File: src/sv/olle_pkg.sv
// ----------------------------------------------------------------------------
// olle_pkg
// Shared types and constants for the ordered linked list engine.
// ----------------------------------------------------------------------------
package olle_pkg;

   localparam int ITEM_COUNT = 32;
   localparam int LIST_COUNT = 4;
   localparam int KEY_WIDTH  = 32;
   localparam int NODE_COUNT = ITEM_COUNT + LIST_COUNT;

   localparam int ITEM_W  = $clog2(ITEM_COUNT);
   localparam int LIST_W  = (LIST_COUNT > 1) ? $clog2(LIST_COUNT) : 1;
   localparam int NODE_W  = $clog2(NODE_COUNT);
   localparam int COUNT_W = $clog2(ITEM_COUNT + 1);
   localparam int OWNER_W = $clog2(LIST_COUNT + 1);

   // operation codes
   localparam logic [1:0] FUNC_CLEAR   = 2'd0;
   localparam logic [1:0] FUNC_INS_CUR = 2'd1;
   localparam logic [1:0] FUNC_INS_ORD = 2'd2;
   localparam logic [1:0] FUNC_REMOVE  = 2'd3;

   // status codes
   localparam logic [1:0] STAT_OK      = 2'd0;
   localparam logic [1:0] STAT_OWNED   = 2'd1;
   localparam logic [1:0] STAT_UNOWNED = 2'd2;

   typedef logic [NODE_W-1:0] node_type;

   // sentinel node of a list
   function automatic node_type sentinel(input logic [LIST_W-1:0] l);
      sentinel = node_type'(ITEM_COUNT) + node_type'(l);
   endfunction

endpackage

File: src/sv/ordered_linked_list_engine_top.sv
// A clear sweeps every item's owner before it reports; an ordered insert walks the
// links from the sentinel until a key compare, the sentinel or the walk bound ends it.
// Throughput: one item at a time; the next item is taken once the result has left.
// Reset clears control state at once; the sentinel links are then written by an
// init pass during which no item is accepted.
// ----------------------------------------------------------------------------
// ordered_linked_list_engine_top
// Sequencer over link, key and owner memories keeping circular lists, in key order or after a cursor.
// ----------------------------------------------------------------------------
module ordered_linked_list_engine_top (
   input  logic        clock,
   input  logic        reset,
   input  logic        req_tvalid,
   output logic        req_tready,
   // func[1:0], list_id[3:2], item_id[8:4], order_value[40:9], zero[47:41]
   input  logic [47:0] req_tdata,
   output logic        rsp_tvalid,
   input  logic        rsp_tready,
   // status[1:0], list_count[7:2], first_item[12:8], first_valid[13], zero[15:14]
   output logic [15:0] rsp_tdata
);

   localparam int NW = olle_pkg::NODE_W;
   localparam int IW = olle_pkg::ITEM_W;
   localparam int LW = olle_pkg::LIST_W;
   localparam int CW = olle_pkg::COUNT_W;
   localparam int OW = olle_pkg::OWNER_W;
   localparam int KW = olle_pkg::KEY_WIDTH;

   localparam logic [3:0] ST_INIT  = 4'd0;
   localparam logic [3:0] ST_IDLE  = 4'd1;
   localparam logic [3:0] ST_SWEEP = 4'd2;
   localparam logic [3:0] ST_RDAT  = 4'd3; // read next of anchor
   localparam logic [3:0] ST_WNX   = 4'd4; // wait next data
   localparam logic [3:0] ST_WKEY  = 4'd5; // compare key of candidate
   localparam logic [3:0] ST_SPL   = 4'd6; // write item links
   localparam logic [3:0] ST_SPL2  = 4'd7; // write neighbor links
   localparam logic [3:0] ST_RMRD  = 4'd8;
   localparam logic [3:0] ST_RMWT  = 4'd9;
   localparam logic [3:0] ST_RMWR  = 4'd10;
   localparam logic [3:0] ST_RPT   = 4'd11;
   localparam logic [3:0] ST_RPTW  = 4'd12;
   localparam logic [3:0] ST_OUT   = 4'd13;

   // storage
   logic [NW-1:0] next_mem  [olle_pkg::NODE_COUNT];
   logic [NW-1:0] prev_mem  [olle_pkg::NODE_COUNT];
   logic [KW-1:0] key_mem   [olle_pkg::ITEM_COUNT];
   logic [OW-1:0] owner_mem [olle_pkg::ITEM_COUNT];
   logic [NW-1:0] cursor_ff [olle_pkg::LIST_COUNT];
   logic [CW-1:0] size_ff   [olle_pkg::LIST_COUNT];

   logic [3:0]    state_ff, state_in;
   logic [1:0]    func_ff;
   logic [LW-1:0] list_ff;
   logic [IW-1:0] item_ff;
   logic [KW-1:0] key_ff;
   logic [NW-1:0] at_ff, nx_ff, pv_ff;
   logic [IW:0]   cnt_ff;
   logic [1:0]    stat_ff;
   logic [LW-1:0] rlist_ff;
   logic          out_v_ff;
   logic [15:0]   out_d_ff;

   // memory read ports (registered)
   logic [NW-1:0] nrd_addr, nrd_q, prd_addr, prd_q;
   logic [IW-1:0] krd_addr, ord_addr;
   logic [KW-1:0] krd_q;
   logic [OW-1:0] ord_q;

   // write controls
   logic          nwe, pwe, owe, kwe;
   logic [NW-1:0] nwa, nwd, pwa, pwd;
   logic [IW-1:0] owa;
   logic [OW-1:0] owd;

   logic [1:0]    r_func;
   logic [LW-1:0] r_list;
   logic [IW-1:0] r_item;
   logic          acc;

   assign r_func = req_tdata[1:0];
   assign r_list = LW'(req_tdata[3:2] % olle_pkg::LIST_COUNT);
   assign r_item = IW'(req_tdata[8:4] % olle_pkg::ITEM_COUNT);
   assign req_tready = (state_ff == ST_IDLE) && !out_v_ff;
   assign acc = req_tvalid && req_tready;
   assign rsp_tvalid = out_v_ff;
   assign rsp_tdata  = out_d_ff;

   always_ff @(posedge clock) begin
      nrd_q <= next_mem[nrd_addr];
      prd_q <= prev_mem[prd_addr];
      krd_q <= key_mem[krd_addr];
      ord_q <= owner_mem[ord_addr];
      if (nwe) next_mem[nwa] <= nwd;
      if (pwe) prev_mem[pwa] <= pwd;
      if (kwe) key_mem[item_ff] <= key_ff;
      if (owe) owner_mem[owa] <= owd;
   end

   // owner memory needs reset clearing: valid bits per item
   logic [olle_pkg::ITEM_COUNT-1:0] own_v_ff, own_v_in;
   logic [OW-1:0] own_rd;
   logic          own_rv_ff;
   assign own_rd = own_rv_ff ? ord_q : '0;

   // sequencer
   always_comb begin
      state_in = state_ff;
      nrd_addr = at_ff; prd_addr = at_ff;
      krd_addr = nx_ff[IW-1:0];
      ord_addr = item_ff;
      nwe = 1'b0; pwe = 1'b0; owe = 1'b0; kwe = 1'b0;
      nwa = at_ff; nwd = at_ff; pwa = at_ff; pwd = at_ff;
      owa = item_ff; owd = '0;
      own_v_in = own_v_ff;
      case (state_ff)
         ST_INIT: begin
            nwe = 1'b1; pwe = 1'b1;
            nwa = olle_pkg::sentinel(cnt_ff[LW-1:0]); nwd = nwa;
            pwa = nwa; pwd = nwa;
            if (cnt_ff == (IW+1)'(olle_pkg::LIST_COUNT - 1)) state_in = ST_IDLE;
         end
         ST_IDLE: begin
            ord_addr = r_item;
            if (acc) begin
               if (r_func == olle_pkg::FUNC_CLEAR) state_in = ST_SWEEP;
               else if (r_func == olle_pkg::FUNC_REMOVE) state_in = ST_RMRD;
               else state_in = ST_RDAT;
            end
         end
         ST_SWEEP: begin
            // reset list links, then clear owned items one per cycle
            ord_addr = cnt_ff[IW-1:0];
            if (cnt_ff == '0) begin
               nwe = 1'b1; pwe = 1'b1;
               nwa = olle_pkg::sentinel(list_ff); nwd = nwa; pwa = nwa; pwd = nwa;
            end
            if (cnt_ff != '0 && own_rd == OW'(list_ff) + OW'(1))
               own_v_in[cnt_ff[IW-1:0] - IW'(1)] = 1'b0;
            if (cnt_ff == (IW+1)'(olle_pkg::ITEM_COUNT)) state_in = ST_RPT;
         end
         ST_RDAT: begin
            // owner of item is valid now
            if (own_rd != '0) state_in = ST_RPT;
            else begin
               kwe = 1'b1;
               nrd_addr = at_ff;
               state_in = (func_ff == olle_pkg::FUNC_INS_CUR) ? ST_SPL : ST_WNX;
            end
         end
         ST_WNX: begin
            // nrd_q = next of at; fetch its key
            krd_addr = nrd_q[IW-1:0];
            if (nrd_q == olle_pkg::sentinel(list_ff) ||
                nrd_q >= NW'(olle_pkg::ITEM_COUNT) ||
                cnt_ff == (IW+1)'(olle_pkg::ITEM_COUNT))
               state_in = ST_SPL;
            else state_in = ST_WKEY;
         end
         ST_WKEY: begin
            nrd_addr = nx_ff;
            if (key_ff < krd_q) state_in = ST_WNX;
            else begin
               nrd_addr = at_ff;
               state_in = ST_SPL;
            end
         end
         ST_SPL: begin
            // nrd_q = next of at
            nwe = 1'b1; nwa = NW'(item_ff); nwd = nrd_q;
            pwe = 1'b1; pwa = NW'(item_ff); pwd = at_ff;
            owe = 1'b1; owd = OW'(list_ff) + OW'(1);
            own_v_in[item_ff] = 1'b1;
            state_in = ST_SPL2;
         end
         ST_SPL2: begin
            nwe = 1'b1; nwa = at_ff; nwd = NW'(item_ff);
            pwe = 1'b1; pwa = nx_ff; pwd = NW'(item_ff);
            state_in = ST_RPT;
         end
         ST_RMRD: begin
            nrd_addr = NW'(item_ff); prd_addr = NW'(item_ff);
            if (own_rd == '0 || own_rd > OW'(olle_pkg::LIST_COUNT)) state_in = ST_RPT;
            else state_in = ST_RMWT;
         end
         ST_RMWT: state_in = ST_RMWR;
         ST_RMWR: begin
            nwe = 1'b1; nwa = pv_ff; nwd = nx_ff;
            pwe = 1'b1; pwa = nx_ff; pwd = pv_ff;
            own_v_in[item_ff] = 1'b0;
            state_in = ST_RPT;
         end
         ST_RPT: begin
            nrd_addr = olle_pkg::sentinel(rlist_ff);
            state_in = ST_RPTW;
         end
         ST_RPTW: begin
            // keep the sentinel's next on the read port for the result
            nrd_addr = olle_pkg::sentinel(rlist_ff);
            state_in = ST_OUT;
         end
         ST_OUT: state_in = ST_IDLE;
         default: state_in = ST_IDLE;
      endcase
   end

   // datapath registers
   always_ff @(posedge clock) begin
      if (reset) begin
         state_ff <= ST_INIT;
         cnt_ff   <= '0;
         own_v_ff <= '0;
         out_v_ff <= 1'b0;
         rlist_ff <= '0;
         for (int l = 0; l < olle_pkg::LIST_COUNT; l++) begin
            cursor_ff[l] <= olle_pkg::sentinel(LW'(l));
            size_ff[l]   <= '0;
         end
      end else begin
         state_ff  <= state_in;
         own_v_ff  <= own_v_in;
         own_rv_ff <= own_v_ff[ord_addr];
         if (out_v_ff && rsp_tready) out_v_ff <= 1'b0;
         case (state_ff)
            ST_INIT: cnt_ff <= cnt_ff + 1'b1;
            ST_IDLE: begin
               cnt_ff   <= '0;
               func_ff  <= r_func;
               list_ff  <= r_list;
               rlist_ff <= r_list;
               item_ff  <= r_item;
               key_ff   <= KW'(req_tdata[40:9]);
               stat_ff  <= olle_pkg::STAT_OK;
               at_ff    <= (r_func == olle_pkg::FUNC_INS_CUR) ? cursor_ff[r_list]
                                                              : olle_pkg::sentinel(r_list);
            end
            ST_SWEEP: begin
               cnt_ff <= cnt_ff + 1'b1;
               if (cnt_ff == '0) begin
                  size_ff[list_ff]   <= '0;
                  cursor_ff[list_ff] <= olle_pkg::sentinel(list_ff);
               end
            end
            ST_RDAT: if (own_rd != '0) stat_ff <= olle_pkg::STAT_OWNED;
            ST_WNX: nx_ff <= nrd_q;
            ST_WKEY: if (key_ff < krd_q) begin
               at_ff  <= nx_ff;
               cnt_ff <= cnt_ff + 1'b1;
            end
            ST_SPL: begin
               nx_ff <= nrd_q;
               size_ff[list_ff] <= size_ff[list_ff] + 1'b1;
               if (func_ff == olle_pkg::FUNC_INS_CUR) cursor_ff[list_ff] <= NW'(item_ff);
            end
            ST_RMRD: begin
               if (own_rd == '0 || own_rd > OW'(olle_pkg::LIST_COUNT))
                  stat_ff <= olle_pkg::STAT_UNOWNED;
               else rlist_ff <= LW'(own_rd - OW'(1));
            end
            ST_RMWT: begin
               nx_ff <= nrd_q;
               pv_ff <= prd_q;
            end
            ST_RMWR: begin
               if (cursor_ff[rlist_ff] == NW'(item_ff)) cursor_ff[rlist_ff] <= pv_ff;
               if (size_ff[rlist_ff] != '0) size_ff[rlist_ff] <= size_ff[rlist_ff] - 1'b1;
            end
            ST_OUT: begin
               out_v_ff <= 1'b1;
               out_d_ff <= {2'b00,
                            nrd_q != olle_pkg::sentinel(rlist_ff),
                            (nrd_q != olle_pkg::sentinel(rlist_ff)) ? nrd_q[4:0] : 5'd0,
                            size_ff[rlist_ff], stat_ff};
            end
            default: ;
         endcase
      end
   end

`ifndef ASSERT_OFF
   a_no_accept_busy: assert property (@(posedge clock) disable iff (reset)
      (state_ff != ST_IDLE) |-> !req_tready) else $error("accept while busy");
   a_out_after_out: assert property (@(posedge clock) disable iff (reset)
      (state_ff == ST_OUT) |=> rsp_tvalid) else $error("result missing");
   a_size_bound: assert property (@(posedge clock) disable iff (reset)
      size_ff[rlist_ff] <= CW'(olle_pkg::ITEM_COUNT)) else $error("list size overflow");
`endif

endmodule
File: config.mk
export PLATFORM = sky130hd
export DESIGN_NAME = ordered_linked_list_engine_top
export DESIGN_NICKNAME = d
export VERILOG_FILES = /design/src/sv/olle_pkg.sv /design/src/sv/ordered_linked_list_engine_top.sv
export SDC_FILE = /design/constraint.sdc
export NUM_CORES = 2
export LEC_CHECK = 0
export BUFFER_PORTS_ARGS = -buffer_cell sky130_fd_sc_hd__buf_2
export CORE_MARGIN = 4
export CORE_UTILIZATION = 63
export DETAILED_ROUTE_END_ITERATION = 8
export PLACE_DENSITY = 0.79
export SETUP_SLACK_MARGIN = 0.1
export SLEW_MARGIN = 40
export SYNTH_ARGS = -nofsm -noshare
export SYNTH_HDL_FRONTEND = slang
export SYNTH_SLANG_ARGS = --single-unit
File: constraint.sdc
create_clock -name clock -period 4.4 [get_ports clock]
set_clock_uncertainty 0.05 [all_clocks]
set_input_delay 0 -clock clock [delete_from_list [all_inputs] [get_ports clock]]
set_output_delay 0 -clock clock [all_outputs]
set_load 0.02 [all_outputs]
Word level (Yosys, flattened, before mapping)
Memory sizes are Yosys's and may differ from the RTL's. A register that Yosys moved wholly into a read port is not among the register bits.
Cells that the tools add are included.

word-level totals
  bits in writable memories = 1600
  output and inout port bits = 18
  memories = 6
  register bits = 121
  bits of input ports = 52

memories
  memory     depth  bits a word  rd ports  clocked after memory_dff  write ports  line                                  text
  key_mem    32     32           1         1                         1            ordered_linked_list_engine_top.sv:48  logic [KW-1:0] key_mem [olle_pkg::ITEM_COUNT];
  next_mem   36     6            1         1                         1            ordered_linked_list_engine_top.sv:46  logic [NW-1:0] next_mem [olle_pkg::NODE_COUNT];
  prev_mem   36     6            1         1                         1            ordered_linked_list_engine_top.sv:47  logic [NW-1:0] prev_mem [olle_pkg::NODE_COUNT];
  owner_mem  32     3            1         1                         1            ordered_linked_list_engine_top.sv:49  logic [OW-1:0] owner_mem [olle_pkg::ITEM_COUNT];
  cursor_ff  4      6            2         1                         4            ordered_linked_list_engine_top.sv:50  logic [NW-1:0] cursor_ff [olle_pkg::LIST_COUNT];
  size_ff    4      6            2         2                         4            ordered_linked_list_engine_top.sv:51  logic [CW-1:0] size_ff [olle_pkg::LIST_COUNT];

cells by class
  reductions and logical operators = 42
  muxes and demuxes = 91
  eq/ne operators = 30
  bitwise logic cells = 8
  add/sub/neg operators = 10
  magnitude comparators = 8

operators with widths
  operator                                                                       count
  32-bit one-hot mux with 3 select lines                                         1
  6-bit one-hot mux with 4 select lines                                          3
  6-bit 2-to-1 mux                                                               11
  32-bit bitwise AND                                                             2
  32-bit inverter                                                                2
  4-bit one-hot mux with 12 select lines                                         1
  1-bit 2-to-1 mux                                                               38
  6-bit one-hot mux with 3 select lines                                          2
  32-bit less-than comparator                                                    1
  2-bit 2-to-1 mux                                                               16
  32-bit 2-to-1 mux                                                              1
  32-bit OR                                                                      1
  6-bit one-hot mux with 5 select lines                                          1
  6-bit by 2-bit adder with 6-bit output (first input constant)                  4
  4-bit equality test (second input constant)                                    6
  4-bit 2-to-1 mux                                                               6
  6-bit OR reduction                                                             4
  5-bit by 6-bit less-than comparator with 1-bit output (second input constant)  3
  4-bit by 3-bit equality test with 1-bit output (second input constant)         4
  2-bit != test (second input constant)                                          8
  2-bit AND reduction                                                            8
  6-bit by 1-bit adder with 6-bit output (second input constant)                 2
  6-bit one-hot mux with 2 select lines                                          1
  3-bit nonzero test                                                             4
  other kinds (41)                                                               59

Logic depth before layout (Yosys ltp)
  depth after elaboration = 9
  gate-level depth with buffers = 16

Least setup slack after synthesis
Ideal clock, no wire load.

  kind = reg-to-reg
  start point = reg cnt_ff[0]
  end point = mem next_mem[10][0] (netlist bit), enable pin
  library setup time = 350 ps
  setup slack = 774 ps
  clock period less this slack = 3626 ps
  stages on the path, launching flop included = 14
  data required time = 4000 ps
  arrival time = 3227 ps
  cell sequence = dfxtp_1 -> clkbuf_1 -> inv_1 -> ha_1 -> buf_2 -> nand2b_1 -> nor4_2 -> mux2i_1 -> nor2_1 -> a221o_1 -> a221oi_1 -> nand2b_1 -> or2_2 -> nor2_1

between the ends
  longest elaborated chain between the ends = 5
  elaborated cells on any way between the ends = 8

ends and longest elaborated chain
  what                                                                                            line                                   text
  start, declared                                                                                 ordered_linked_list_engine_top.sv:59   logic [IW:0] cnt_ff;
  start signal, assigned                                                                          ordered_linked_list_engine_top.sv:226  ST_INIT: cnt_ff <= cnt_ff + 1'b1;
  start signal, assigned                                                                          ordered_linked_list_engine_top.sv:239  cnt_ff <= cnt_ff + 1'b1;
  start signal, assigned                                                                          ordered_linked_list_engine_top.sv:249  cnt_ff <= cnt_ff + 1'b1;
  parallel branches: the longest is 5 deep, another holds 6-bit by 2-bit adder with 6-bit output  --
  end, declared                                                                                   ordered_linked_list_engine_top.sv:46

Parallel ways; which one is timed is not known.

Worst setup path after layout
  start point = reg key_ff[21]
  end point = reg nrd_q[0], read port of next_mem

between the ends
  longest elaborated chain between the ends = 3

ends and longest elaborated chain
  what                                   line                                   text
  start, declared                        ordered_linked_list_engine_top.sv:57   logic [KW-1:0] key_ff;
  start signal, assigned                 ordered_linked_list_engine_top.sv:233  key_ff <= KW'(req_tdata[40:9]);
  32-bit less-than comparator            ordered_linked_list_engine_top.sv:163  if (key_ff < krd_q) state_in = ST_WNX;
  6-bit 2-to-1 mux                       ordered_linked_list_engine_top.sv:163
  6-bit one-hot mux with 3 select lines  ordered_linked_list_engine_top.sv:117  case (state_ff)
  end, declared                          ordered_linked_list_engine_top.sv:66   logic [NW-1:0] nrd_addr, nrd_q, prd_addr, prd_q;

No other way between the ends.
A chain may end at the register's enable or synchronous reset.

==> impl_metrics.tcl <==
set metrics [dict create \
    die_height_microns 345.5 \
    cts_tree "done" \
    ys_ff_latch 1772 \
    crit_path_end_kind "flip-flop" \
    crit_arrival_ns 4.76 \
    coreArea_sq_um 112800 \
    clk_pin_slew_ns 0.06 \
    fin_tns_setup_ns 0 \
    wire_per_inst_microns 30.05 \
    start_util_pct 63.63 \
    fin_crit_ns 4.156 \
    setup-violations-final 0 \
    syn_to_final_growth_pct 14.51 \
    grt_setup_unrepaired "no" \
    grt_pass1_wl_mm 279.9 \
    p_leak_nw 27.25 \
    place_hpwl_mm 102.9 \
    fin_cells 6259 \
    fp-row-count 123 \
    slew_headroom_pct 41.63 \
    holdPathStages 2 \
    r2r_cells 14 \
    insertion_delay_ns 0.80 \
    synth_edf_count 1676 \
    wirelength_mm 188.1 \
    num-fill-cells 6374 \
    hold_viol 0 \
    dr.pass1.iters 8 \
    drv_cap 0 \
    ant_nets 0 \
    worstReg2RegEnd "nrd_q[0]" \
    fp.dieArea_sq_um 119400 \
    clock-root-buffer "clkbuf_16" \
    synth_flop_cell "edfxtp_1" \
    syn_inst 4314 \
    dp.cells 5858 \
    netlist_area_sq_um 71780 \
    grt_max_degree 82 \
    yosys_warnings 0 \
    clock_path_buffers 3 \
    via_count 42661 \
    run_status "complete, no violations" \
    r2r_slack_ns 0.24 \
    numCtsBuffers 169 \
    critical_path_class "flip-flop to flip-flop" \
    via_per_inst 6.816 \
    drc 0 \
    syn_area_per_cell_sq_um 16.64 \
    dr.first_iter.drc_count 6233 \
    synth_cell_types 93 \
    yosys.area.top_type "edfxtp_1" \
    hold_path_class "input port to flip-flop" \
    layout-drive-gt1-share_pct 20.47 \
    clock-sinks 1772 \
    antenna_found_initial 4 \
    fin_crit_sh_pct 94.45 \
    synthArstFlopShare_pct 0 \
    power.total_mw 35.09 \
    synth_common_cells "edfxtp_1, nand2_1, mux4_2" \
    grt_pass1_vias 43259 \
    path_max_fanout 8 \
    cellPowerDensity_nw_per_um2 426.9 \
    crit_path_start_kind "flip-flop" \
    pin_count 70 \
    holdPathEnd "func_ff[1]" \
    overflow 0 \
    gp_routability_congestion 0.9653 \
    seq_area_frac_synth_pct 72.79 \
    die_w_microns 345.5 \
    yosys.area.top_type_share_pct 70.11 \
    drv_slew 0 \
    fin_nets 4708 \
    min_from "req_tdata[1]" \
    worst_pin_slew_ns 0.8756 \
    timing.rr.start "key_ff[21]" \
    ir_worst_vdd_mv 0.6188 \
    fmax_mhz 240.6 \
    worst_ep_required_time_ns 5.00 \
    ys_top_cells_by_area "edfxtp_1, mux4_2, nand2_1" \
    holdWs_ns 0.07599 \
    cts-htree-levels 4 \
    io_buffers 60 \
    grtUsageTotal_pct 31.54 \
    synth_most_common_cell "edfxtp_1" \
]
## worst max path at each step
| stage | endpoint | start | cells after the start |
|---|---|---|---|
| 2_1_floorplan | next_mem[10][0] | cnt_ff[0] | 13 |
| 3_3_place_gp | nrd_q[2] | key_ff[19] | 12 |
| 3_5_place_dp | nrd_q[1] | key_ff[19] | 12 |
| 4_1_cts | nrd_q[1] | key_ff[19] | 12 |
| 5_1_grt | nrd_q[0] | key_ff[21] | 14 |
| 6_report | nrd_q[0] | key_ff[21] | 14 |
## cell type report
cell class / instances / area [sq um] / area share (%)
Tap cell: 1500 / 1877 / 2.283
Clock inverter: 87 / 1116 / 1.358
Inverter: 62 / 232.7 / 0.2831
Sequential cell: 1772 / 52250 / 63.57
Antenna cell: 5 / 12.51 / 0.01522
Multi-Input combinational cell: 2233 / 18590 / 22.61
Timing Repair Buffer: 374 / 3423 / 4.165
Clock buffer: 226 / 4697 / 5.714
## where the power goes
part | switching (mW) | internal [mW]
clock | 6.33 | 8.84
sequential | 0.0873 | 18.5
combinational | 0.863 | 0.434
total | 7.28 | 27.8
## per-layer routing
layer  routed length (microns)  vias to the layer above  track usage, %
li1                          -                    17574               -
met2                     91620                     3209           50.60
met3                     21010                      591           6.364
met1                     66150                    21285           42.55
met5                        13                        -               0
met4                      9303                        2           14.32
## flip-flops by register name (all words and copies together), names as in the netlist, 6 cells and up, named ones only
signal     flops
next_mem     216
cursor_ff     24
size_ff       24
prev_mem     216
key_mem     1024
at_ff          6
krd_q         32
key_ff        32
owner_mem     96
cnt_ff         6
nrd_q          6
own_v_ff      32
rsp_tdata     14
prd_q          6
nx_ff          6
pv_ff          6
## cell families after synthesis
| group | count (synthesis) | share of synthesized area, % |
|---|---|---|
| compound gates | 542 | 5.034 |
| buf+inv | 310 | 1.938 |
| flops | 1772 | 72.79 |
| xor+xnor | 25 | 0.3050 |
| mux | 409 | 11.57 |
| simple gates | 1211 | 7.586 |
| fa+ha+maj | 44 | 0.7670 |
| other cells | 1 | 0.005224 |
## worst max-delay path, cell delays in order, from the launching register on
cell	delay [ns]
edfxtp_1	0.42
ha_1	0.35
a21oi_1	0.25
o21ai_0	0.19
a221oi_1	0.41
buf_4	0.24
nand2_1	0.08
buf_4	0.17
nor2_2	0.25
mux2i_1	0.28
o21ai_0	0.12
a32o_1	0.37
nor3b_1	0.21
nor4_1	0.48
o211ai_1	0.13
## repair_timing
action,CTS,global route
cloned,0,0
endpoints found under the hold margin,76,0
setup buffers,0,0
endpoints found under the setup margin,3,6
hold buffers,83,0
gates resized for setup,1,5
## per-stage QoR
step	utilization (%)	area, sq um	setup slack, ns
2_1_floorplan	-	71790	0.7735
3_3_place_gp	66.90	75470	0.2146
3_5_place_dp	66.93	75500	0.1689
4_1_cts	72.83	82160	0.1070
5_1_grt	72.86	82190	0.1171
6_report	72.86	82200	0.2443
## cells in the final DEF, fill, tap and decap left out, types with 12 or more instances in the layout
cell,instances
a211oi_1,135
a21oi_1,106
a22oi_1,13
a31oi_1,44
and2_1,28
and3_1,63
buf_12,44
buf_2,60
buf_4,185
bufinv_16,22
clkbuf_1,35
clkbuf_16,172
clkbuf_8,19
clkinv_1,18
clkinv_2,28
dfxtp_1,96
dlygate4sd3_1,83
edfxtp_1,1676
ha_1,44
inv_1,59
mux2i_1,66
mux4_1,14
mux4_2,318
nand2_1,540
nand2b_1,25
nand3_1,199
nor2_1,217
nor2_4,34
nor3_1,12
nor3b_1,12
o21ai_0,94
o22ai_1,46
xnor2_1,16
No activity file was read; power rests on OpenSTA's default activity.
